**src/rtl/hpri_pkg.sv**
```systemverilog
// ----------------------------------------------------------------------------
// hpri_pkg
// Types and constants shared by the half-pixel row interpolator modules.
// ----------------------------------------------------------------------------
package hpri_pkg;

   // one full-pixel or half-pixel luma sample
   typedef logic [7:0] pixel_type;

   // number of cells in the tap window
   localparam int unsigned TAP_COUNT = 6;

   // register defaults and limits
   localparam int unsigned ROW_WIDTH_W     = 13;
   localparam int unsigned ROW_WIDTH_RESET = 400;
   localparam int unsigned MIN_ROW_WIDTH   = 7;

   // first column that yields a result, and first column past the left edge rule
   localparam int unsigned LEFT_EDGE_LIMIT = 3;
   localparam int unsigned LEFT_EDGE_END   = 2 * LEFT_EDGE_LIMIT;

   // extra window shifts at the end of a row (right edge padding)
   localparam logic [1:0] FLUSH_STEPS = 2'd2;
   localparam logic [1:0] FLUSH_LAST  = 2'd1;
   localparam logic [1:0] FLUSH_NONE  = 2'd0;

   // control that travels with the window into the filter stage
   typedef struct packed {
      logic valid;     // window holds a result to compute
      logic left;      // outer left taps take the first pixel of the row
      logic row_done;  // last result of the row
   } meta_type;

endpackage

```
**src/rtl/hpri_tap_cell.sv**
```systemverilog
// ----------------------------------------------------------------------------
// hpri_tap_cell
// One cell of the tap window: holds a pixel and takes its neighbor's on shift.
// ----------------------------------------------------------------------------
module hpri_tap_cell (
   input  logic                clock,
   input  logic                shift_en,
   input  hpri_pkg::pixel_type neighbor_pixel,
   output hpri_pkg::pixel_type pixel_out
);

   hpri_pkg::pixel_type pixel_ff;
   hpri_pkg::pixel_type pixel_in;

   // hold unless the chain shifts
   always_comb begin
      pixel_in = shift_en ? neighbor_pixel : pixel_ff;
   end

   always_ff @(posedge clock) begin
      pixel_ff <= pixel_in;
   end

   assign pixel_out = pixel_ff;

endmodule

```
**src/rtl/hpri_filter_stage.sv**
```systemverilog
// ----------------------------------------------------------------------------
// hpri_filter_stage
// Six-tap half-pixel filter with rounding and clipping, plus the output
// register of the result channel.
// ----------------------------------------------------------------------------
module hpri_filter_stage (
   input  logic                clock,
   input  logic                reset,
   input  hpri_pkg::pixel_type taps [hpri_pkg::TAP_COUNT],
   input  hpri_pkg::pixel_type first_pixel,
   input  hpri_pkg::meta_type  meta,
   output logic                take,
   output logic                rsp_valid,
   input  logic                rsp_stall,
   output logic [7:0]          rsp_half_pixel,
   output logic                rsp_row_done
);

   logic                rsp_valid_ff;
   logic                rsp_valid_in;
   hpri_pkg::pixel_type half_ff;
   hpri_pkg::pixel_type half_in;
   logic                done_ff;
   logic                done_in;

   hpri_pkg::pixel_type tap_a;
   hpri_pkg::pixel_type tap_b;
   logic [8:0]          sum_af;
   logic [8:0]          sum_be;
   logic [8:0]          sum_cd;
   logic [13:0]         pos_sum;
   logic [11:0]         neg_sum;
   logic signed [14:0]  total;
   logic [8:0]          scaled;
   hpri_pkg::pixel_type clipped;

   // output register is free or being emptied this cycle
   assign take = !rsp_valid_ff || !rsp_stall;

   // left edge: both outer left taps repeat the first pixel of the row
   always_comb begin
      tap_a = meta.left ? first_pixel : taps[0];
      tap_b = meta.left ? first_pixel : taps[1];
   end

   // a + f - 5*(b + e) + 20*(c + d) + 16
   always_comb begin
      sum_af  = {1'b0, tap_a} + {1'b0, taps[5]};
      sum_be  = {1'b0, tap_b} + {1'b0, taps[4]};
      sum_cd  = {1'b0, taps[2]} + {1'b0, taps[3]};
      pos_sum = {5'd0, sum_af} + {1'b0, sum_cd, 4'd0} + {3'd0, sum_cd, 2'd0} + 14'd16;
      neg_sum = {1'b0, sum_be, 2'd0} + {3'd0, sum_be};
      total   = $signed({1'b0, pos_sum}) - $signed({3'b000, neg_sum});
   end

   // shift down by five, clip to 0..255
   always_comb begin
      scaled = total[13:5];
      if (total[14]) begin
         clipped = 8'd0;
      end else if (scaled[8]) begin
         clipped = 8'd255;
      end else begin
         clipped = scaled[7:0];
      end
   end

   // output register
   always_comb begin
      rsp_valid_in = rsp_valid_ff;
      half_in      = half_ff;
      done_in      = done_ff;
      if (take) begin
         rsp_valid_in = meta.valid;
         half_in      = clipped;
         done_in      = meta.row_done;
      end
   end

   always_ff @(posedge clock) begin
      if (reset) begin
         rsp_valid_ff <= 1'b0;
      end else begin
         rsp_valid_ff <= rsp_valid_in;
      end
   end

   always_ff @(posedge clock) begin
      half_ff <= half_in;
      done_ff <= done_in;
   end

   assign rsp_valid      = rsp_valid_ff;
   assign rsp_half_pixel = half_ff;
   assign rsp_row_done   = done_ff;

endmodule

```
**src/rtl/six_tap_half_pixel_row_interpolator_unit.sv**
```systemverilog
// ----------------------------------------------------------------------------
// six_tap_half_pixel_row_interpolator_unit
// Half-pixel luma interpolation along one row with a six-tap filter.
// ----------------------------------------------------------------------------
// Usage:
//   req_* carries full-pixel samples of a row, one per item, left to right.
//   rsp_* carries the half-pixel samples between neighboring pixels, one per
//   item; rsp_row_done marks the last one of the row (between the last two
//   pixels). csr_* writes the row width in pixels (7 up to MAX_ROW_WIDTH,
//   values outside are clipped); write it only while the block is idle.
// Timing:
//   pixels enter a chain of six tap cells. A result is computed from the
//   window and its control register and is shown on rsp_valid once the
//   output register takes it. One pixel is taken per cycle while req_stall
//   is low; after the last pixel of a row the chain shifts twice more,
//   repeating that pixel, so req_stall is high during those shifts and the
//   row's three trailing results leave back to back. W pixels yield W - 1 results.
// Reset:
//   clears the column position and both pipeline valids and sets the row
//   width to 400. When rsp_stall is high the output register holds, the
//   window stage fills, and then req_stall rises until the result is taken.
// ----------------------------------------------------------------------------
module six_tap_half_pixel_row_interpolator_unit #(
   parameter int unsigned MAX_ROW_WIDTH = 4096
) (
   input  logic        clock,
   input  logic        reset,
   // pixel input
   input  logic        req_valid,
   output logic        req_stall,
   input  logic [7:0]  req_pixel,
   // half-pixel output
   output logic        rsp_valid,
   input  logic        rsp_stall,
   output logic [7:0]  rsp_half_pixel,
   output logic        rsp_row_done,
   // row width register
   input  logic        csr_valid,
   output logic        csr_ready,
   input  logic [12:0] csr_row_width
);

   localparam int unsigned CNT_W  = $clog2(MAX_ROW_WIDTH);
   localparam int unsigned LIM_W0 = $clog2(MAX_ROW_WIDTH + 1);
   localparam int unsigned LIM_W  = (LIM_W0 > hpri_pkg::ROW_WIDTH_W) ?
                                    LIM_W0 : hpri_pkg::ROW_WIDTH_W;

   logic [12:0]          row_width_ff;
   logic [12:0]          row_width_in;
   logic [CNT_W-1:0]     count_ff;
   logic [CNT_W-1:0]     count_in;
   logic [1:0]           flush_ff;
   logic [1:0]           flush_in;
   hpri_pkg::meta_type   meta_ff;
   hpri_pkg::meta_type   meta_in;
   hpri_pkg::pixel_type  first_ff;
   hpri_pkg::pixel_type  first_in;

   logic [LIM_W-1:0]     width_ext;
   logic [LIM_W-1:0]     eff_width;
   logic [LIM_W-1:0]     last_idx;
   logic [LIM_W-1:0]     count_ext;
   logic                 is_last;
   logic                 past_start;
   logic                 in_left;
   logic                 flushing;
   logic                 take;
   logic                 load_ok;
   logic                 req_take;
   logic                 flush_step;
   logic                 shift_en;
   hpri_pkg::pixel_type  chain [1:hpri_pkg::TAP_COUNT];
   hpri_pkg::pixel_type  taps  [hpri_pkg::TAP_COUNT];

   // register write port, always ready
   assign csr_ready = 1'b1;

   always_comb begin
      row_width_in = row_width_ff;
      if (csr_valid) begin
         row_width_in = csr_row_width;
      end
   end

   // effective width and end of row test
   always_comb begin
      width_ext = LIM_W'(row_width_ff);
      if (width_ext < LIM_W'(hpri_pkg::MIN_ROW_WIDTH)) begin
         eff_width = LIM_W'(hpri_pkg::MIN_ROW_WIDTH);
      end else if (width_ext > LIM_W'(MAX_ROW_WIDTH)) begin
         eff_width = LIM_W'(MAX_ROW_WIDTH);
      end else begin
         eff_width = width_ext;
      end
      last_idx   = eff_width - LIM_W'(1);
      count_ext  = LIM_W'(count_ff);
      is_last    = count_ext >= last_idx;
      past_start = count_ext >= LIM_W'(hpri_pkg::LEFT_EDGE_LIMIT);
      in_left    = count_ext < LIM_W'(hpri_pkg::LEFT_EDGE_END);
   end

   // handshake: the window stage loads when empty or when its result moves on
   always_comb begin
      flushing   = flush_ff != hpri_pkg::FLUSH_NONE;
      load_ok    = !meta_ff.valid || take;
      req_stall  = flushing || !load_ok;
      req_take   = req_valid && !req_stall;
      flush_step = flushing && load_ok;
      shift_en   = req_take || flush_step;
   end

   // control next state
   always_comb begin
      count_in = count_ff;
      flush_in = flush_ff;
      first_in = first_ff;
      meta_in  = meta_ff;
      if (take) begin
         meta_in.valid = 1'b0;
      end
      if (req_take) begin
         meta_in.valid    = is_last || past_start;
         meta_in.left     = !is_last && in_left;
         meta_in.row_done = 1'b0;
         if (count_ff == '0) begin
            first_in = req_pixel;
         end
         if (is_last) begin
            count_in = '0;
            flush_in = hpri_pkg::FLUSH_STEPS;
         end else begin
            count_in = count_ff + CNT_W'(1);
         end
      end else if (flush_step) begin
         meta_in.valid    = 1'b1;
         meta_in.left     = 1'b0;
         meta_in.row_done = flush_ff == hpri_pkg::FLUSH_LAST;
         flush_in         = flush_ff - 2'd1;
      end
   end

   always_ff @(posedge clock) begin
      if (reset) begin
         row_width_ff <= 13'(hpri_pkg::ROW_WIDTH_RESET);
         count_ff     <= '0;
         flush_ff     <= hpri_pkg::FLUSH_NONE;
         meta_ff      <= '0;
      end else begin
         row_width_ff <= row_width_in;
         count_ff     <= count_in;
         flush_ff     <= flush_in;
         meta_ff      <= meta_in;
      end
   end

   always_ff @(posedge clock) begin
      first_ff <= first_in;
   end

   // chain of tap cells, newest pixel at the top; padding repeats the newest
   assign chain[hpri_pkg::TAP_COUNT] = req_take ? req_pixel : taps[hpri_pkg::TAP_COUNT-1];

   for (genvar i = 0; i < hpri_pkg::TAP_COUNT; i++) begin : g_cell
      hpri_tap_cell u_cell (
         .clock          (clock),
         .shift_en       (shift_en),
         .neighbor_pixel (chain[i+1]),
         .pixel_out      (taps[i])
      );
      if (i > 0) begin : g_link
         assign chain[i] = taps[i];
      end
   end

   // filter and output register
   hpri_filter_stage u_filter (
      .clock          (clock),
      .reset          (reset),
      .taps           (taps),
      .first_pixel    (first_ff),
      .meta           (meta_ff),
      .take           (take),
      .rsp_valid      (rsp_valid),
      .rsp_stall      (rsp_stall),
      .rsp_half_pixel (rsp_half_pixel),
      .rsp_row_done   (rsp_row_done)
   );

endmodule
```
**config.mk**
```make
export PLATFORM = sky130hd
export DESIGN_NAME = six_tap_half_pixel_row_interpolator_unit
export DESIGN_NICKNAME = d
export VERILOG_FILES = /design/src/rtl/hpri_pkg.sv /design/src/rtl/hpri_tap_cell.sv /design/src/rtl/hpri_filter_stage.sv /design/src/rtl/six_tap_half_pixel_row_interpolator_unit.sv
export SDC_FILE = /design/constraint.sdc
export NUM_CORES = 1
export LEC_CHECK = 0
export BUFFER_PORTS_ARGS = -buffer_cell sky130_fd_sc_hd__buf_2
export CELL_PAD_IN_SITES_DETAIL_PLACEMENT = 1
export CELL_PAD_IN_SITES_GLOBAL_PLACEMENT = 1
export CORE_ASPECT_RATIO = 0.7
export CORE_MARGIN = 4
export CORE_UTILIZATION = 45
export DETAILED_ROUTE_END_ITERATION = 7
export GPL_TIMING_DRIVEN = 1
export PLACE_DENSITY = 0.85
export SYNTH_ARGS = -nofsm -noshare
export SYNTH_HDL_FRONTEND = slang
export SYNTH_SLANG_ARGS = --single-unit
```
**constraint.sdc**
```tcl
create_clock -name clock -period 9.3 [get_ports clock]
set_clock_uncertainty 0.2 [all_clocks]
set_input_delay 1.86 -clock clock [delete_from_list [all_inputs] [get_ports clock]]
set_output_delay 1.86 -clock clock [all_outputs]
set_load 0.05 [all_outputs]
```
==> run_summary.xml <==
<?xml version="1.0" encoding="UTF-8"?>
<metrics>
  <group name="cells_and_area">
    <metric name="layoutNonFillerInstCount" unit="">792</metric>
    <metric name="area.growth.synth_to_final" unit="%">11.59</metric>
    <metric name="antenna_diode_count" unit="">0</metric>
    <metric name="nNetsFinal" unit="">722</metric>
    <metric name="drive_above_1_share" unit="%">10.21</metric>
    <metric name="multi_input_comb_area" unit="mm2">0.003157</metric>
    <metric name="register_area" unit="mm2">0.002572</metric>
    <metric name="fillerInstances" unit="">1445</metric>
  </group>
  <group name="placement">
    <metric name="gp_congestion" unit="">0.8574</metric>
    <metric name="placement.io_buffers" unit="">36</metric>
    <metric name="post-place-cells" unit="">776</metric>
    <metric name="final_hpwl_dp" unit="um">11610</metric>
  </group>
  <group name="die">
    <metric name="die_width" unit="um">146.8</metric>
    <metric name="top_level_ports" unit="">38</metric>
    <metric name="start_util" unit="%">46.01</metric>
    <metric name="placeableCoreArea" unit="mm2">0.01318</metric>
    <metric name="chipHeight" unit="um">105.1</metric>
    <metric name="rows" unit="">35</metric>
    <metric name="die-area" unit="mm2">0.01543</metric>
  </group>
  <group name="sta">
    <metric name="final_max_slew_viol_count" unit="">0</metric>
    <metric name="final.period_utilization" unit="%">79.59</metric>
    <metric name="max_freq" unit="MHz">135.1</metric>
    <metric name="worst_slew_pin_slew" unit="ps">877.2</metric>
    <metric name="max_slew_margin" unit="%">41.44</metric>
    <metric name="setup-tns-final" unit="ps">0</metric>
    <metric name="finalHoldViolCount" unit="">0</metric>
    <metric name="rsz_0062_raised_after_global_routing" unit="">false</metric>
    <metric name="fin_crit" unit="ps">7402</metric>
    <metric name="setup_violations" unit="">0</metric>
  </group>
  <group name="critical_path">
    <metric name="worst_ep_arrival_time" unit="ps">7420</metric>
    <metric name="worstReg2RegStart" unit="">meta_ff[1]$_SDFFE_PP0P_</metric>
    <metric name="timing.critical_path.to" unit="">u_filter.rsp_half_pixel[4]$_SDFFCE_PP0N_</metric>
    <metric name="critPathKind" unit="">reg2reg</metric>
    <metric name="reg2reg_setup_slack" unit="ps">1900</metric>
    <metric name="crit_path_end_kind" unit="">flip-flop</metric>
    <metric name="reg2reg_to" unit="">u_filter.rsp_half_pixel[4]$_SDFFCE_PP0N_</metric>
    <metric name="crit_fanout" unit="">22</metric>
    <metric name="worst_setup_path_startpoint" unit="">meta_ff[1]$_SDFFE_PP0P_</metric>
    <metric name="cp.required" unit="ps">9320</metric>
    <metric name="worstSetupStartpointType" unit="">flip-flop</metric>
    <metric name="worst-r2r-cell-count" unit="">23</metric>
  </group>
  <group name="clocking">
    <metric name="cts_resized" unit="">0</metric>
    <metric name="cts-root-buf" unit="">sky130_fd_sc_hd__clkbuf_16</metric>
    <metric name="clockBufferDepth" unit="">2</metric>
    <metric name="post_cts_buffers" unit="">0</metric>
    <metric name="h-tree-depth" unit="">3</metric>
    <metric name="clk_transition_reported_paths" unit="ps">70</metric>
    <metric name="cts_buf_count" unit="">9</metric>
    <metric name="cts_sinks" unit="">96</metric>
    <metric name="cts_tree" unit="">built</metric>
    <metric name="clk_latency" unit="ps">350</metric>
    <metric name="cts_hold_repair.buffers" unit="">0</metric>
  </group>
  <group name="drt">
    <metric name="dr.pass1.iters" unit="">4</metric>
    <metric name="postRouteAntennaNets" unit="">0</metric>
    <metric name="totalWireLength" unit="um">15330</metric>
    <metric name="routed_via_density" unit="">5.481</metric>
    <metric name="post-route-drc-count" unit="">0</metric>
    <metric name="initialDrtViolationCount" unit="">299</metric>
    <metric name="wl_per_cell" unit="um">19.36</metric>
    <metric name="dr_total_vias" unit="">4341</metric>
  </group>
  <group name="grt">
    <metric name="grt_max_degree" unit="">41</metric>
    <metric name="grt_antenna_before_repair" unit="">0</metric>
    <metric name="remaining_global_route_overflow" unit="">0</metric>
    <metric name="number_of_global_route_vias_before_repair" unit="">4712</metric>
    <metric name="grt_pass1_wl" unit="um">24760</metric>
    <metric name="grt_use_total" unit="%">20.55</metric>
  </group>
  <group name="hold_path">
    <metric name="hold_path.class" unit="">reg2reg</metric>
  </group>
  <group name="run">
    <metric name="maxCapViolCount" unit="">0</metric>
  </group>
  <group name="synth">
    <metric name="mappedNetlistArea" unit="mm2">0.006065</metric>
    <metric name="synth_top_area_cell" unit="">sky130_fd_sc_hd__edfxtp_1</metric>
    <metric name="number_of_enable_flip_flop_cells_after_synthesis" unit="">65</metric>
    <metric name="yosysUniqueCellTypes" unit="">51</metric>
    <metric name="yosys_warnings" unit="">0</metric>
    <metric name="synth.top_cell.area_share" unit="%">32.18</metric>
    <metric name="synthArstFlopShare" unit="%">0</metric>
    <metric name="synth.cells.most_frequent" unit="">sky130_fd_sc_hd__inv_1 (80), sky130_fd_sc_hd__edfxtp_1 (65), sky130_fd_sc_hd__ha_1 (65), sky130_fd_sc_hd__nor2_1 (46), sky130_fd_sc_hd__dfxtp_1 (31)</metric>
    <metric name="ys_dominant_reg_cell" unit="">sky130_fd_sc_hd__edfxtp_1</metric>
    <metric name="syn_area_per_cell" unit="um2">10.79</metric>
    <metric name="synth_fp_nets" unit="">682</metric>
    <metric name="number_of_synthesized_register_bits" unit="">96</metric>
    <metric name="post_synth_main_area_contributors" unit="">sky130_fd_sc_hd__edfxtp_1 (32%), sky130_fd_sc_hd__ha_1 (13%), sky130_fd_sc_hd__dfxtp_1 (10%), sky130_fd_sc_hd__fa_1 (9.6%), sky130_fd_sc_hd__inv_1 (5.0%)</metric>
    <metric name="synthCells" unit="">562</metric>
    <metric name="synth.most_common_cell" unit="">sky130_fd_sc_hd__inv_1</metric>
    <metric name="ys_seq_area_share" unit="%">42.42</metric>
  </group>
  <group name="run_status">
    <metric name="run_status" unit="">completed</metric>
  </group>
</metrics>
[routing by layer]
metal / track usage, % / up-vias / share of wire (%) / wire (um)
met2: 33.03 / 88 / 48 / 7305
met5: 0 / - / 0 / 0
met3: 4.898 / 25 / 4.7 / 722
met4: 5.839 / 0 / 2.2 / 332
li1: - / 2030 / - / -
met1: 27.82 / 2198 / 45 / 6969
[how the worst min path moves through the flow]
stage | from | end | slack, ps | cells past startpoint
3_5_place_dp | g_cell[5].u_cell.pixel_out[0]$_DFFE_PP_ | g_cell[4].u_cell.pixel_out[0]$_DFFE_PP_ | 240 | 0
5_1_grt | g_cell[1].u_cell.pixel_out[4]$_DFFE_PP_ | g_cell[0].u_cell.pixel_out[4]$_DFFE_PP_ | 260 | 0
6_report | meta_ff[0]$_SDFFE_PP0P_ | u_filter.rsp_row_done$_DFFE_PN_ | 250 | 0
4_1_cts | g_cell[1].u_cell.pixel_out[4]$_DFFE_PP_ | g_cell[0].u_cell.pixel_out[4]$_DFFE_PP_ | 260 | 0
3_3_place_gp | meta_ff[0]$_SDFFE_PP0P_ | u_filter.rsp_row_done$_DFFE_PN_ | 230 | 0
2_1_floorplan | meta_ff[0]$_SDFFE_PP0P_ | u_filter.rsp_row_done$_DFFE_PN_ | 210 | 0
[critical path, stage by stage (launching register included)]
cell and delay (ps):
sky130_fd_sc_hd__dfxtp_1 890, sky130_fd_sc_hd__o21ai_0 360, sky130_fd_sc_hd__ha_1 350, sky130_fd_sc_hd__a21o_1 180, sky130_fd_sc_hd__a21oi_1 240, sky130_fd_sc_hd__o21bai_1 120
sky130_fd_sc_hd__a21oi_1 300, sky130_fd_sc_hd__o21ai_0 220, sky130_fd_sc_hd__xor2_1 230, sky130_fd_sc_hd__fa_1 540, sky130_fd_sc_hd__inv_1 60, sky130_fd_sc_hd__fa_1 540
sky130_fd_sc_hd__inv_1 70, sky130_fd_sc_hd__fa_1 540, sky130_fd_sc_hd__inv_1 50, sky130_fd_sc_hd__ha_1 280, sky130_fd_sc_hd__ha_1 340, sky130_fd_sc_hd__o21ai_0 270
sky130_fd_sc_hd__a21oi_1 100, sky130_fd_sc_hd__o21ai_1 150, sky130_fd_sc_hd__o21ai_1 190, sky130_fd_sc_hd__and4b_1 220, sky130_fd_sc_hd__nor3_1 590, sky130_fd_sc_hd__o21a_1 230
[metrics by stage]
step / area (um2) / worst slack (ps) / util [%] / hold slack (ps)
floorplan: 6065 / 2971 / - / 208.0
global placement: 6460 / 2436 / 49.01 / 225.7
detailed placement: 6460 / 1945 / 49.01 / 240.6
CTS: 6768 / 1846 / 51.34 / 255.4
global route: 6768 / 1475 / 51.34 / 257.7
finish: 6768 / 1898 / 51.34 / 251.8
[registers in the layout, indices dropped and copies added (netlist names)]
signal	count
g_cell.u_cell.pixel_out	48
first_ff	8
u_filter.rsp_row_done	1
meta_ff	3
count_ff	12
u_filter.rsp_valid	1
row_width_ff	13
u_filter.rsp_half_pixel	8
flush_ff	2
[cells by family (layout without fill, tap and decap cells)]
kind of cell | after synthesis | in the layout | synth area share [%]
multiplexers | 17 | 17 | 2.868
other | 1 | 1 | 0.06183
flip-flops | 96 | 96 | 42.42
XOR/XNOR | 32 | 32 | 4.621
adder cells (fa/ha/maj) | 94 | 94 | 22.98
AO/OA/AOI/OAI | 103 | 103 | 10.81
buffers and inverters | 90 | 135 | 5.632
AND/OR/NAND/NOR | 129 | 129 | 10.60
[cell usage in the layout (no fill, tap or decap), types with 3 or more instances in the layout]
cell type / n
sky130_fd_sc_hd__a211o_1: 3
sky130_fd_sc_hd__a211oi_1: 3
sky130_fd_sc_hd__a21o_1: 6
sky130_fd_sc_hd__a21oi_1: 29
sky130_fd_sc_hd__a31oi_1: 3
sky130_fd_sc_hd__buf_2: 36
sky130_fd_sc_hd__clkbuf_16: 10
sky130_fd_sc_hd__dfxtp_1: 31
sky130_fd_sc_hd__edfxtp_1: 65
sky130_fd_sc_hd__fa_1: 29
sky130_fd_sc_hd__ha_1: 65
sky130_fd_sc_hd__inv_1: 80
sky130_fd_sc_hd__mux2_2: 3
sky130_fd_sc_hd__mux2i_1: 14
sky130_fd_sc_hd__nand2_1: 21
sky130_fd_sc_hd__nand2b_1: 6
sky130_fd_sc_hd__nand3_1: 12
sky130_fd_sc_hd__nand3b_1: 3
sky130_fd_sc_hd__nand4_1: 4
sky130_fd_sc_hd__nor2_1: 46
sky130_fd_sc_hd__nor2b_1: 8
sky130_fd_sc_hd__nor3_1: 9
sky130_fd_sc_hd__o21a_1: 9
sky130_fd_sc_hd__o21ai_0: 28
sky130_fd_sc_hd__o21ai_1: 4
sky130_fd_sc_hd__o21bai_1: 3
sky130_fd_sc_hd__o31ai_1: 3
sky130_fd_sc_hd__or3_1: 7
sky130_fd_sc_hd__xnor2_1: 16
sky130_fd_sc_hd__xor2_1: 16
[area by class of cell]
type	count	area share (%)
tap	185	3.420
sequential	96	38.01
timing repair buffer	38	2.884
multi-input combinational	376	46.64
inverter	81	4.493
clock buffer	12	3.808
clock inverter	4	0.7395
Power is left out: the tool's default activity adds up to more than one toggle a clock period on the data nets, which glitch-free logic cannot reach.
